`src/rtl/core/rll_pkg.sv`:
```
// Package for the recurrent linear layer step block.
// Holds the transaction payload types, mode codes, sequencer states and
// fixed arithmetic constants; no dependencies.
`timescale 1ns / 1ps

package rll_pkg;

  // fixed widths of the payload fields
  localparam int unsigned DATA_W     = 32;
  localparam int unsigned INDEX_W    = 8;
  localparam int unsigned OUT_IDX_W  = 6;

  // gene store geometry and arithmetic constants
  localparam int unsigned GENE_DEPTH = 256;
  localparam int unsigned GENE_W     = 7;
  localparam int unsigned WEIGHT_W   = 8;
  localparam int unsigned PROD_W     = DATA_W + WEIGHT_W;
  localparam int unsigned GENE_MOD   = 100;
  localparam int unsigned GENE_HALF  = GENE_MOD / 2;
  localparam int unsigned GENE_BIAS  = 50;
  localparam int unsigned ROW_SCALE  = 50;
  localparam int unsigned DIVISOR_W  = 7;

  // constant divider: one dividend byte per step, quotient digit found by
  // multiplying with the scaled reciprocal of ROW_SCALE
  localparam int unsigned        DIG_W     = 8;
  localparam int unsigned        RECIP_W   = 15;
  localparam int unsigned        RECIP_SH  = 20;
  localparam logic [RECIP_W-1:0] ROW_RECIP = 15'd20972;

  typedef enum logic [1:0] {
    MODE_GENE  = 2'd0,
    MODE_INPUT = 2'd1,
    MODE_TICK  = 2'd2,
    MODE_CLEAR = 2'd3
  } mode_e;

  typedef enum logic [2:0] {
    S_IDLE,
    S_GENE,
    S_ISSUE,
    S_ACCUM,
    S_DIVIDE,
    S_FINISH
  } state_e;

  typedef struct packed {
    logic [1:0]                mode;
    logic [INDEX_W-1:0]        index;
    logic signed [DATA_W-1:0]  value;
  } in_t;

  typedef struct packed {
    logic [OUT_IDX_W-1:0]      out_index;
    logic signed [DATA_W-1:0]  out_value;
    logic                      last;
  } out_t;

  // control that travels alongside each multiply-accumulate operand pair
  typedef struct packed {
    logic valid;
    logic first;
    logic last;
  } mac_ctl_t;

endpackage

```
`src/rtl/core/rll_mac.sv`:
```
// Shared multiply-accumulate unit: one weight times one node value per cycle.
// Registered product stage, then a registered accumulator. Uses rll_pkg.
`timescale 1ns / 1ps

module rll_mac import rll_pkg::*; #(
  parameter int unsigned ACC_W = 44
) (
  input  logic                       clk_i,
  input  logic                       rst_ni,
  input  mac_ctl_t                   ctl_i,
  input  logic signed [WEIGHT_W-1:0] weight_i,
  input  logic signed [DATA_W-1:0]   x_i,
  output logic signed [ACC_W-1:0]    acc_o,
  output logic                       done_o
);

  mac_ctl_t                  ctl_q;
  logic signed [PROD_W-1:0]  prod_q;
  logic signed [ACC_W-1:0]   acc_q;
  logic signed [ACC_W-1:0]   prod_ext;
  logic signed [ACC_W-1:0]   acc_d;
  logic                      done_q;

  // product stage control
  always_ff @(posedge clk_i or negedge rst_ni) begin
    if (!rst_ni) begin
      ctl_q  <= '0;
      done_q <= 1'b0;
    end else begin
      ctl_q  <= ctl_i;
      done_q <= ctl_q.valid & ctl_q.last;
    end
  end

  // product register
  always_ff @(posedge clk_i) begin
    if (ctl_i.valid) begin
      prod_q <= PROD_W'(weight_i) * PROD_W'(x_i);
    end
  end

  // accumulate, restarting on the first column of a row
  assign prod_ext = {{(ACC_W-PROD_W){prod_q[PROD_W-1]}}, prod_q};
  assign acc_d    = ctl_q.first ? prod_ext : acc_q + prod_ext;

  always_ff @(posedge clk_i) begin
    if (ctl_q.valid) begin
      acc_q <= acc_d;
    end
  end

  assign acc_o  = acc_q;
  assign done_o = done_q;

endmodule

```
`src/rtl/core/rll_cdiv.sv`:
```
// Shared divider by the constant ROW_SCALE, one dividend byte per cycle.
// Each step finds a quotient digit by reciprocal multiplication. Uses rll_pkg.
`timescale 1ns / 1ps

module rll_cdiv import rll_pkg::*; #(
  parameter int unsigned MAG_W = 44
) (
  input  logic                  clk_i,
  input  logic                  rst_ni,
  input  logic                  start_i,
  input  logic [MAG_W-1:0]      dividend_i,
  output logic                  done_o,
  output logic [MAG_W-1:0]      quot_o,
  output logic [DIVISOR_W-1:0]  rem_o
);

  localparam int unsigned STEPS  = (MAG_W + DIG_W - 1) / DIG_W;
  localparam int unsigned PAD_W  = STEPS * DIG_W;
  localparam int unsigned CNT_W  = (STEPS > 1) ? $clog2(STEPS) : 1;
  localparam int unsigned PART_W = DIVISOR_W + DIG_W;
  localparam int unsigned MUL_W  = PART_W + RECIP_W;

  logic                  run_q;
  logic                  done_q;
  logic [CNT_W-1:0]      cnt_q;
  logic [PAD_W-1:0]      quo_q;
  logic [DIVISOR_W-1:0]  rem_q;
  logic [PART_W-1:0]     part;
  logic [MUL_W-1:0]      prod;
  logic [DIG_W-1:0]      digit;
  logic [PART_W-1:0]     part_rem;

  // one step: running remainder and next byte, digit from the reciprocal
  assign part     = {rem_q, quo_q[PAD_W-1 -: DIG_W]};
  assign prod     = MUL_W'(part) * MUL_W'(ROW_RECIP);
  assign digit    = prod[RECIP_SH +: DIG_W];
  assign part_rem = part - PART_W'(digit) * PART_W'(ROW_SCALE);

  // sequence control
  always_ff @(posedge clk_i or negedge rst_ni) begin
    if (!rst_ni) begin
      run_q  <= 1'b0;
      done_q <= 1'b0;
      cnt_q  <= '0;
    end else begin
      done_q <= 1'b0;
      if (start_i) begin
        run_q <= 1'b1;
        cnt_q <= CNT_W'(STEPS - 1);
      end else if (run_q) begin
        cnt_q <= cnt_q - 1'b1;
        if (cnt_q == '0) begin
          run_q  <= 1'b0;
          done_q <= 1'b1;
        end
      end
    end
  end

  // datapath: quotient digits shift in where dividend bytes shift out
  always_ff @(posedge clk_i) begin
    if (start_i) begin
      quo_q <= PAD_W'(dividend_i);
      rem_q <= '0;
    end else if (run_q) begin
      quo_q <= {quo_q[PAD_W-DIG_W-1:0], digit};
      rem_q <= part_rem[DIVISOR_W-1:0];
    end
  end

  assign done_o = done_q;
  assign quot_o = quo_q[MAG_W-1:0];
  assign rem_o  = rem_q;

endmodule

```
`src/rtl/core/recurrent_linear_layer_step.sv`:
```
// Top level of the recurrent linear layer step: sequencer, gene store,
// node buffer and output register. Depends on rll_pkg, rll_mac, rll_cdiv.
//
//   channel | handshake                 | payload
//   --------+---------------------------+-----------------------------------
//   input   | in_valid_i / in_ready_o   | in_i  (mode, index, value)
//   output  | out_valid_o / out_ready_i | out_o (out_index, out_value, last)
//
// Input write and buffer clear are handled from the idle state; a gene write
// is paced by the byte-wide divider. A tick is paced by the single MAC unit
// (one column per cycle) and the divider. Reset clears the node buffer and
// control; the gene store holds garbage until written. An output stall holds
// the sequencer at the row that has to emit.
`timescale 1ns / 1ps

module recurrent_linear_layer_step import rll_pkg::*; #(
  parameter int unsigned NUM_INPUTS    = 8,
  parameter int unsigned NUM_RECURRENT = 8,
  parameter int unsigned NUM_OUTPUTS   = 8
) (
  input  logic clk_i,
  input  logic rst_ni,
  input  logic in_valid_i,
  output logic in_ready_o,
  input  in_t  in_i,
  output logic out_valid_o,
  input  logic out_ready_i,
  output out_t out_o
);

  localparam int unsigned COLS    = NUM_INPUTS + NUM_RECURRENT;
  localparam int unsigned ROWS    = NUM_RECURRENT + NUM_OUTPUTS;
  localparam int unsigned COL_W   = (COLS > 1) ? $clog2(COLS) : 1;
  localparam int unsigned ROW_W   = (ROWS > 1) ? $clog2(ROWS) : 1;
  localparam int unsigned POS_RAW = $clog2(ROWS * COLS + 1);
  localparam int unsigned POS_W   = (POS_RAW > 9) ? POS_RAW : 9;
  localparam int unsigned FRESH_N = (NUM_RECURRENT > 0) ? NUM_RECURRENT : 1;
  localparam int unsigned FR_W    = (FRESH_N > 1) ? $clog2(FRESH_N) : 1;
  localparam int unsigned ACC_W   = PROD_W + COL_W;
  localparam int unsigned GADDR_W = $clog2(GENE_DEPTH);

  state_e state_q, state_d;

  // sequencer counters and latched item
  logic [COL_W-1:0]            col_q;
  logic [ROW_W-1:0]            row_q;
  logic [POS_W-1:0]            pos_q;
  logic [GADDR_W-1:0]          gidx_q;
  logic                        gneg_q;
  logic                        aneg_q;

  // storage
  logic [GENE_W-1:0]           gene_mem [GENE_DEPTH];
  logic [GENE_W-1:0]           gene_rd_q;
  logic signed [DATA_W-1:0]    x_q [COLS];
  logic signed [DATA_W-1:0]    x_rd_q;
  logic signed [DATA_W-1:0]    fresh_q [FRESH_N];
  logic                        in_range_q;
  mac_ctl_t                    ctl_q;

  // output register
  logic                        out_valid_q;
  out_t                        out_q;

  // decoded strobes
  logic in_acc;
  logic issue;
  logic last_col;
  logic last_row;
  logic rec_row;
  logic slot_free;
  logic row_step;
  logic gene_we;
  logic div_start;

  // unit interfaces
  logic signed [ACC_W-1:0]     acc;
  logic                        mac_done;
  logic                        div_done;
  logic [ACC_W-1:0]            quot;
  logic [DIVISOR_W-1:0]        rem;
  logic [ACC_W-1:0]            div_dividend;
  mac_ctl_t                    ctl_d;
  logic signed [WEIGHT_W-1:0]  weight;

  logic signed [ACC_W-1:0]     val_ext;
  logic [ACC_W-1:0]            val_mag;
  logic [ACC_W-1:0]            acc_mag;
  logic [GENE_W-1:0]           gene_mag;
  logic [GENE_W-1:0]           gene_new;
  logic signed [DATA_W-1:0]    row_val;
  logic                        sat_hi;
  logic                        sat_lo;
  logic                        in_idx_ok;

  assign in_acc    = in_valid_i & in_ready_o;
  assign last_col  = col_q == COL_W'(COLS - 1);
  assign last_row  = row_q == ROW_W'(ROWS - 1);
  assign rec_row   = row_q < ROW_W'(NUM_RECURRENT);
  assign slot_free = ~out_valid_q | out_ready_i;
  assign in_idx_ok = in_i.index < INDEX_W'(NUM_INPUTS);

  // next state
  always_comb begin
    state_d = state_q;
    case (state_q)
      S_IDLE: begin
        if (in_acc) begin
          if (in_i.mode == MODE_GENE) begin
            state_d = S_GENE;
          end else if (in_i.mode == MODE_TICK) begin
            state_d = S_ISSUE;
          end
        end
      end
      S_GENE: begin
        if (div_done) state_d = S_IDLE;
      end
      S_ISSUE: begin
        if (last_col) state_d = S_ACCUM;
      end
      S_ACCUM: begin
        if (mac_done) state_d = S_DIVIDE;
      end
      S_DIVIDE: begin
        if (div_done) state_d = S_FINISH;
      end
      S_FINISH: begin
        if (rec_row || slot_free) begin
          state_d = last_row ? S_IDLE : S_ISSUE;
        end
      end
      default: state_d = S_IDLE;
    endcase
  end

  // output decode
  always_comb begin
    in_ready_o = 1'b0;
    issue      = 1'b0;
    gene_we    = 1'b0;
    div_start  = 1'b0;
    row_step   = 1'b0;
    case (state_q)
      S_IDLE: begin
        in_ready_o = 1'b1;
        div_start  = in_acc && (in_i.mode == MODE_GENE);
      end
      S_GENE:   gene_we   = div_done;
      S_ISSUE:  issue     = 1'b1;
      S_ACCUM:  div_start = mac_done;
      S_DIVIDE: ;
      S_FINISH: row_step  = rec_row | slot_free;
      default: ;
    endcase
  end

  always_ff @(posedge clk_i or negedge rst_ni) begin
    if (!rst_ni) state_q <= S_IDLE;
    else         state_q <= state_d;
  end

  // row and column counters
  always_ff @(posedge clk_i or negedge rst_ni) begin
    if (!rst_ni) begin
      col_q <= '0;
      row_q <= '0;
      pos_q <= '0;
    end else if (in_acc) begin
      col_q <= '0;
      row_q <= '0;
      pos_q <= '0;
    end else begin
      if (issue) begin
        col_q <= last_col ? '0 : col_q + 1'b1;
        pos_q <= pos_q + 1'b1;
      end
      if (row_step) begin
        row_q <= row_q + 1'b1;
      end
    end
  end

  // gene magnitude for the mod-100 reduction
  assign val_ext = {{(ACC_W-DATA_W){in_i.value[DATA_W-1]}}, in_i.value};
  assign val_mag = in_i.value[DATA_W-1] ? ACC_W'(-val_ext) : ACC_W'(val_ext);
  assign acc_mag = acc[ACC_W-1] ? ACC_W'(-acc) : ACC_W'(acc);

  // divider operand select
  assign div_dividend = (state_q == S_IDLE) ? val_mag : acc_mag;

  always_ff @(posedge clk_i) begin
    if (in_acc) begin
      gidx_q <= in_i.index;
      gneg_q <= in_i.value[DATA_W-1];
    end
    if (state_q == S_ACCUM && mac_done) begin
      aneg_q <= acc[ACC_W-1];
    end
  end

  // magnitude mod 100 from the mod-50 remainder and the quotient parity
  assign gene_mag = GENE_W'(rem) + (quot[0] ? GENE_W'(GENE_HALF) : '0);

  // negative values wrap upward into 0..99
  assign gene_new = (gneg_q && gene_mag != '0) ? GENE_W'(GENE_MOD) - gene_mag : gene_mag;

  // gene store, registered read
  always_ff @(posedge clk_i) begin
    if (gene_we) begin
      gene_mem[gidx_q] <= gene_new;
    end
    gene_rd_q <= gene_mem[pos_q[GADDR_W-1:0]];
  end

  // operand fetch alignment with the registered gene read
  always_comb begin
    ctl_d       = '0;
    ctl_d.valid = issue;
    ctl_d.first = col_q == '0;
    ctl_d.last  = last_col;
  end

  always_ff @(posedge clk_i or negedge rst_ni) begin
    if (!rst_ni) ctl_q <= '0;
    else         ctl_q <= ctl_d;
  end

  always_ff @(posedge clk_i) begin
    x_rd_q     <= x_q[col_q];
    in_range_q <= pos_q < POS_W'(GENE_DEPTH);
  end

  // weight is gene minus bias; positions past the store weigh zero
  assign weight = in_range_q ? WEIGHT_W'($signed({1'b0, gene_rd_q})) - WEIGHT_W'(GENE_BIAS)
                             : '0;

  rll_mac #(
    .ACC_W (ACC_W)
  ) u_mac (
    .clk_i    (clk_i),
    .rst_ni   (rst_ni),
    .ctl_i    (ctl_q),
    .weight_i (weight),
    .x_i      (x_rd_q),
    .acc_o    (acc),
    .done_o   (mac_done)
  );

  rll_cdiv #(
    .MAG_W (ACC_W)
  ) u_div (
    .clk_i      (clk_i),
    .rst_ni     (rst_ni),
    .start_i    (div_start),
    .dividend_i (div_dividend),
    .done_o     (div_done),
    .quot_o     (quot),
    .rem_o      (rem)
  );

  // sign and saturate the row quotient
  assign sat_hi  = ~aneg_q & (quot[ACC_W-1:DATA_W-1] != '0);
  assign sat_lo  = aneg_q & ((quot[ACC_W-1:DATA_W] != '0) ||
                   (quot[DATA_W-1] && quot[DATA_W-2:0] != '0));
  always_comb begin
    if (sat_hi) begin
      row_val = {1'b0, {(DATA_W-1){1'b1}}};
    end else if (sat_lo) begin
      row_val = {1'b1, {(DATA_W-1){1'b0}}};
    end else if (aneg_q) begin
      row_val = -$signed(quot[DATA_W-1:0]);
    end else begin
      row_val = $signed(quot[DATA_W-1:0]);
    end
  end

  // staging for new recurrent values until the tick ends
  always_ff @(posedge clk_i) begin
    if (row_step && rec_row) begin
      fresh_q[row_q[FR_W-1:0]] <= row_val;
    end
  end

  // node buffer: input writes, clear, and recurrent commit at the end of a tick
  always_ff @(posedge clk_i or negedge rst_ni) begin
    if (!rst_ni) begin
      for (int i = 0; i < COLS; i++) x_q[i] <= '0;
    end else begin
      if (in_acc && in_i.mode == MODE_INPUT && in_idx_ok) begin
        x_q[in_i.index[COL_W-1:0]] <= in_i.value;
      end
      if (in_acc && in_i.mode == MODE_CLEAR) begin
        for (int i = 0; i < COLS; i++) x_q[i] <= '0;
      end
      if (row_step && last_row) begin
        for (int j = 0; j < NUM_RECURRENT; j++) x_q[NUM_INPUTS + j] <= fresh_q[j];
      end
    end
  end

  // output register
  always_ff @(posedge clk_i or negedge rst_ni) begin
    if (!rst_ni) begin
      out_valid_q <= 1'b0;
    end else if (row_step && !rec_row) begin
      out_valid_q <= 1'b1;
    end else if (out_ready_i) begin
      out_valid_q <= 1'b0;
    end
  end

  always_ff @(posedge clk_i) begin
    if (row_step && !rec_row) begin
      out_q.out_index <= OUT_IDX_W'(row_q - ROW_W'(NUM_RECURRENT));
      out_q.out_value <= row_val;
      out_q.last      <= last_row;
    end
  end

  assign out_valid_o = out_valid_q;
  assign out_o       = out_q;

endmodule
```
`config.mk`:
```
export PLATFORM = sky130hd
export DESIGN_NAME = recurrent_linear_layer_step
export DESIGN_NICKNAME = d
export VERILOG_FILES = /design/src/rtl/core/rll_pkg.sv /design/src/rtl/core/rll_mac.sv /design/src/rtl/core/rll_cdiv.sv /design/src/rtl/core/recurrent_linear_layer_step.sv
export SDC_FILE = /design/constraint.sdc
export NUM_CORES = 2
export LEC_CHECK = 0
export ABC_AREA = 1
export BUFFER_PORTS_ARGS = -buffer_cell sky130_fd_sc_hd__buf_2
export CAP_MARGIN = 20
export CORE_MARGIN = 2
export CORE_UTILIZATION = 55
export CTS_CLUSTER_DIAMETER = 200
export DETAILED_ROUTE_END_ITERATION = 10
export PLACE_DENSITY = 0.82
export SYNTH_ARGS = -nofsm -noshare
export SYNTH_HDL_FRONTEND = slang
export SYNTH_SLANG_ARGS = --single-unit
export TNS_END_PERCENT = 100
```
`constraint.sdc`:
```
create_clock -name clk_i -period 29.2 [get_ports clk_i]
set_input_delay 2.92 -clock clk_i [delete_from_list [all_inputs] [get_ports clk_i]]
set_output_delay 2.92 -clock clk_i [all_outputs]
set_load 0.01 [all_outputs]
```
==> flow_metrics.tcl <==
set metrics [dict create \
    grt_max_degree 228 \
    yosysMostFrequentCell "edfxtp_1" \
    post_cts_resize_count 0 \
    die_h_um 492.6 \
    area_growth_syn_to_layout_pct 9.451 \
    yosys.area.top_type "edfxtp_1" \
    io_buffers 86 \
    utilization 0.6049 \
    yosys-top-cells-area "edfxtp_1 (51%), dfrtp_1 (10%), nor2_1 (5.7%), o21ai_0 (5.6%), nand2_1 (4.8%)" \
    syn_nets 13000 \
    cts_setup_buffers 0 \
    worst_ep_required_time_ps 30020 \
    ys_warn_count 0 \
    max_freq_mhz 144.0 \
    synth_common_cells "edfxtp_1 (2223), nor2_1 (1987), nand2_1 (1680)" \
    synthXorXnorAreaFrac 0.007136 \
    cpMaxStageDelayCell "dfxtp_1" \
    layout_setup_ws_ps 22260 \
    gr-usage-all-layers 0.3016 \
    clock-skew-final_ps 127.6 \
    ys_ff_latch 2819 \
    cts_sinks 2819 \
    place_ws_ps 22180 \
    clockBufferDepth 4 \
    postSynth.asyncResetShare 0.1933 \
    drtAntennaViolNets 0 \
    wire_per_inst_um 23.92 \
    critical_path_class "reg2reg" \
    vias 97640 \
    crit_path_start_kind "flop" \
    fin_tns_setup_ps 0 \
    cts.clk_slew.worst_paths_ps 70 \
    cpPeakStageDelay_ps 690 \
    register_area_um2 81440 \
    ctsHoldBuffers 0 \
    cp_num_buf_inv 9 \
    detailed_place_hpwl_um 229500 \
    syn_avg_cell_area_um2 10.55 \
    drv_cap 0 \
    synth_area_um2 131300 \
    crit_top_cell "nand2_1" \
    cts_made_buffers 300 \
    final_layout_size_suffix_gt1_frac 0.05884 \
    hold_viol 0 \
    path_delay_family "adder cells" \
    endpoint_kind "flop" \
    slew_headroom 0.1988 \
    htree_levels 5 \
    synth_edf_count 2223 \
    synthAdderAreaFrac 0.06406 \
    gr-total-overflow 0 \
    period_needed_ps 6943 \
    drc_errors 0 \
    hp-class "reg2reg" \
    yosys.area_share.simple 0.1456 \
    synth_top_area_frac 0.5083 \
    synth_top_family_by_area "simple AND/OR/NAND/NOR gates" \
    antenna_found_initial 16 \
    ys.flop_type "edfxtp_1" \
    outcome "finished, final reports clean" \
    muxShareOfSynthArea 0 \
    start_util 0.5526 \
    die_w_um 492.6 \
    multiInputGateArea_um2 43600 \
    path_max_fanout 10 \
    grt_pass1_vias 93220 \
    n_fill_cell 17970 \
    seq_area_frac_synth 0.6199 \
    vias_per_cell 6.238 \
    first_iter_violations 15050 \
    finalCritPeriodShare 0.2378 \
    cts_root_buf "clkbuf_16" \
    setup_violations 0 \
    synth_compound_area_frac 0.1133 \
    drv_slew 0 \
    fin_hold_ws_ps 372.3 \
    fin_nets 12810 \
    grt_pass1_wl_um 561500 \
    arrival_ps 7760 \
    dr.pass1.iters 6 \
    insertion_delay_ps 980 \
    core_um2 237600 \
    floorplan.die_area_um2 242700 \
    syn-instance-count 12440 \
    synth.distinct_cells 55 \
    wirelength_um 374500 \
    cts_tree "done" \
    tightestPinTransition_ps 1202 \
    rsz0062_at_grt "no" \
    rows 179 \
    gp_congestion 0.9756 \
    io_pins 87 \
]
per-stage QoR:
stage / instances / cell area (um2)
floorplan: 12440 / 131300
global placement: 15110 / 134200
detailed placement: 15110 / 134300
CTS: 15630 / 143600
global route: 15640 / 143700
finish: 15650 / 143700
worst register-to-register path, delay by kind of cell (launching register included):
family	cells	cell delay, ps
compound gates	3	640
fa+ha+maj	10	3740
simple gates	16	1250
flops	1	690
buf+inv	9	530
flip-flops by register name, summed over array words and instances (netlist names), 4 cells and up:
signal	flops
gene_mem	1792
gene_rd_q	7
col_q	4
u_mac.acc_o	44
pos_q	9
u_div.quo_q	48
u_div.rem_o	7
gidx_q	8
u_mac.prod_q	40
x_q	512
fresh_q	256
x_rd_q	32
out_o	37
row_q	4
layout make-up:
type                            count  area share
Antenna cell                       11   0.0001915
Sequential cell                  2819      0.5666
Timing Repair Buffer              238     0.01296
Multi-Input combinational cell   7952      0.3033
Tap cell                         3167     0.02757
Clock inverter                    116    0.007251
Clock buffer                      405     0.05720
Inverter                          944     0.02491
final timing paths:
check / startpoint / end / slack, ps / cells past startpoint
worst max-delay path: u_div.rem_o[3] / u_div.rem_o[6] / 22260 / 38
worst min-delay path: ctl_q[0] / u_mac.ctl_q[0] / 370 / 0
worst max register to register: u_div.rem_o[3] / u_div.rem_o[6] / 22260 / 38
worst min register to register: ctl_q[0] / u_mac.ctl_q[0] / 370 / 0
max in group asynchronous: rst_ni / x_q[231] / 24220 / 4
min in group asynchronous: rst_ni / ctl_q[2] / 1940 / 1
layer usage:
metal	vias up	global-route usage	wire length, um
li1	42860	-	-
met1	47080	0.4033	136200
met2	6502	0.4626	170100
met3	1184	0.06629	45570
met4	10	0.1637	22630
met5	-	0	63
kinds of logic (layout without fill, tap and decap cells):
group | Yosys count | after routing
simple gates | 4676 | 4676
flops | 2819 | 2819
compound gates | 2658 | 2658
buf+inv | 1671 | 1703
fa+ha+maj | 511 | 511
xor+xnor | 107 | 107
other cells | 0 | 11
layout by cell type (no fill, tap or decap), types with 10 or more instances in the layout:
cell       synthesis  layout
bufinv_16          0      17
dfrtp_1          545     538
a22oi_1           50      50
ha_1             242     242
dfxtp_1           51      50
xor2_1            79      75
clkbuf_1         470      82
o211ai_1         170     170
fa_1             269     269
buf_12             0      16
a21o_1            10      10
nor2_4             1      13
o221ai_1          62      62
a21oi_1          385     385
xnor2_1           28      27
nand3_1          762     757
o22ai_1          425     425
clkbuf_8           0      16
clkbuf_16          0     308
o21bai_1          19      19
edfxtp_1        2223    2223
nand2_1         1680    1678
a31oi_1           37      36
nand4_1          110     110
diode_2            0      11
nor4_1            18      17
or2_2             28      28
inv_1            931     923
o21ai_0         1458    1455
nor3_1            64      62
clkinv_2           0      47
buf_2            191      87
buf_4             14     129
nor2_1          1987    1974
clkinv_1           7      46
Power is left out: the tool's default activity adds up to more than one toggle a clock period on the data nets, which glitch-free logic cannot reach.
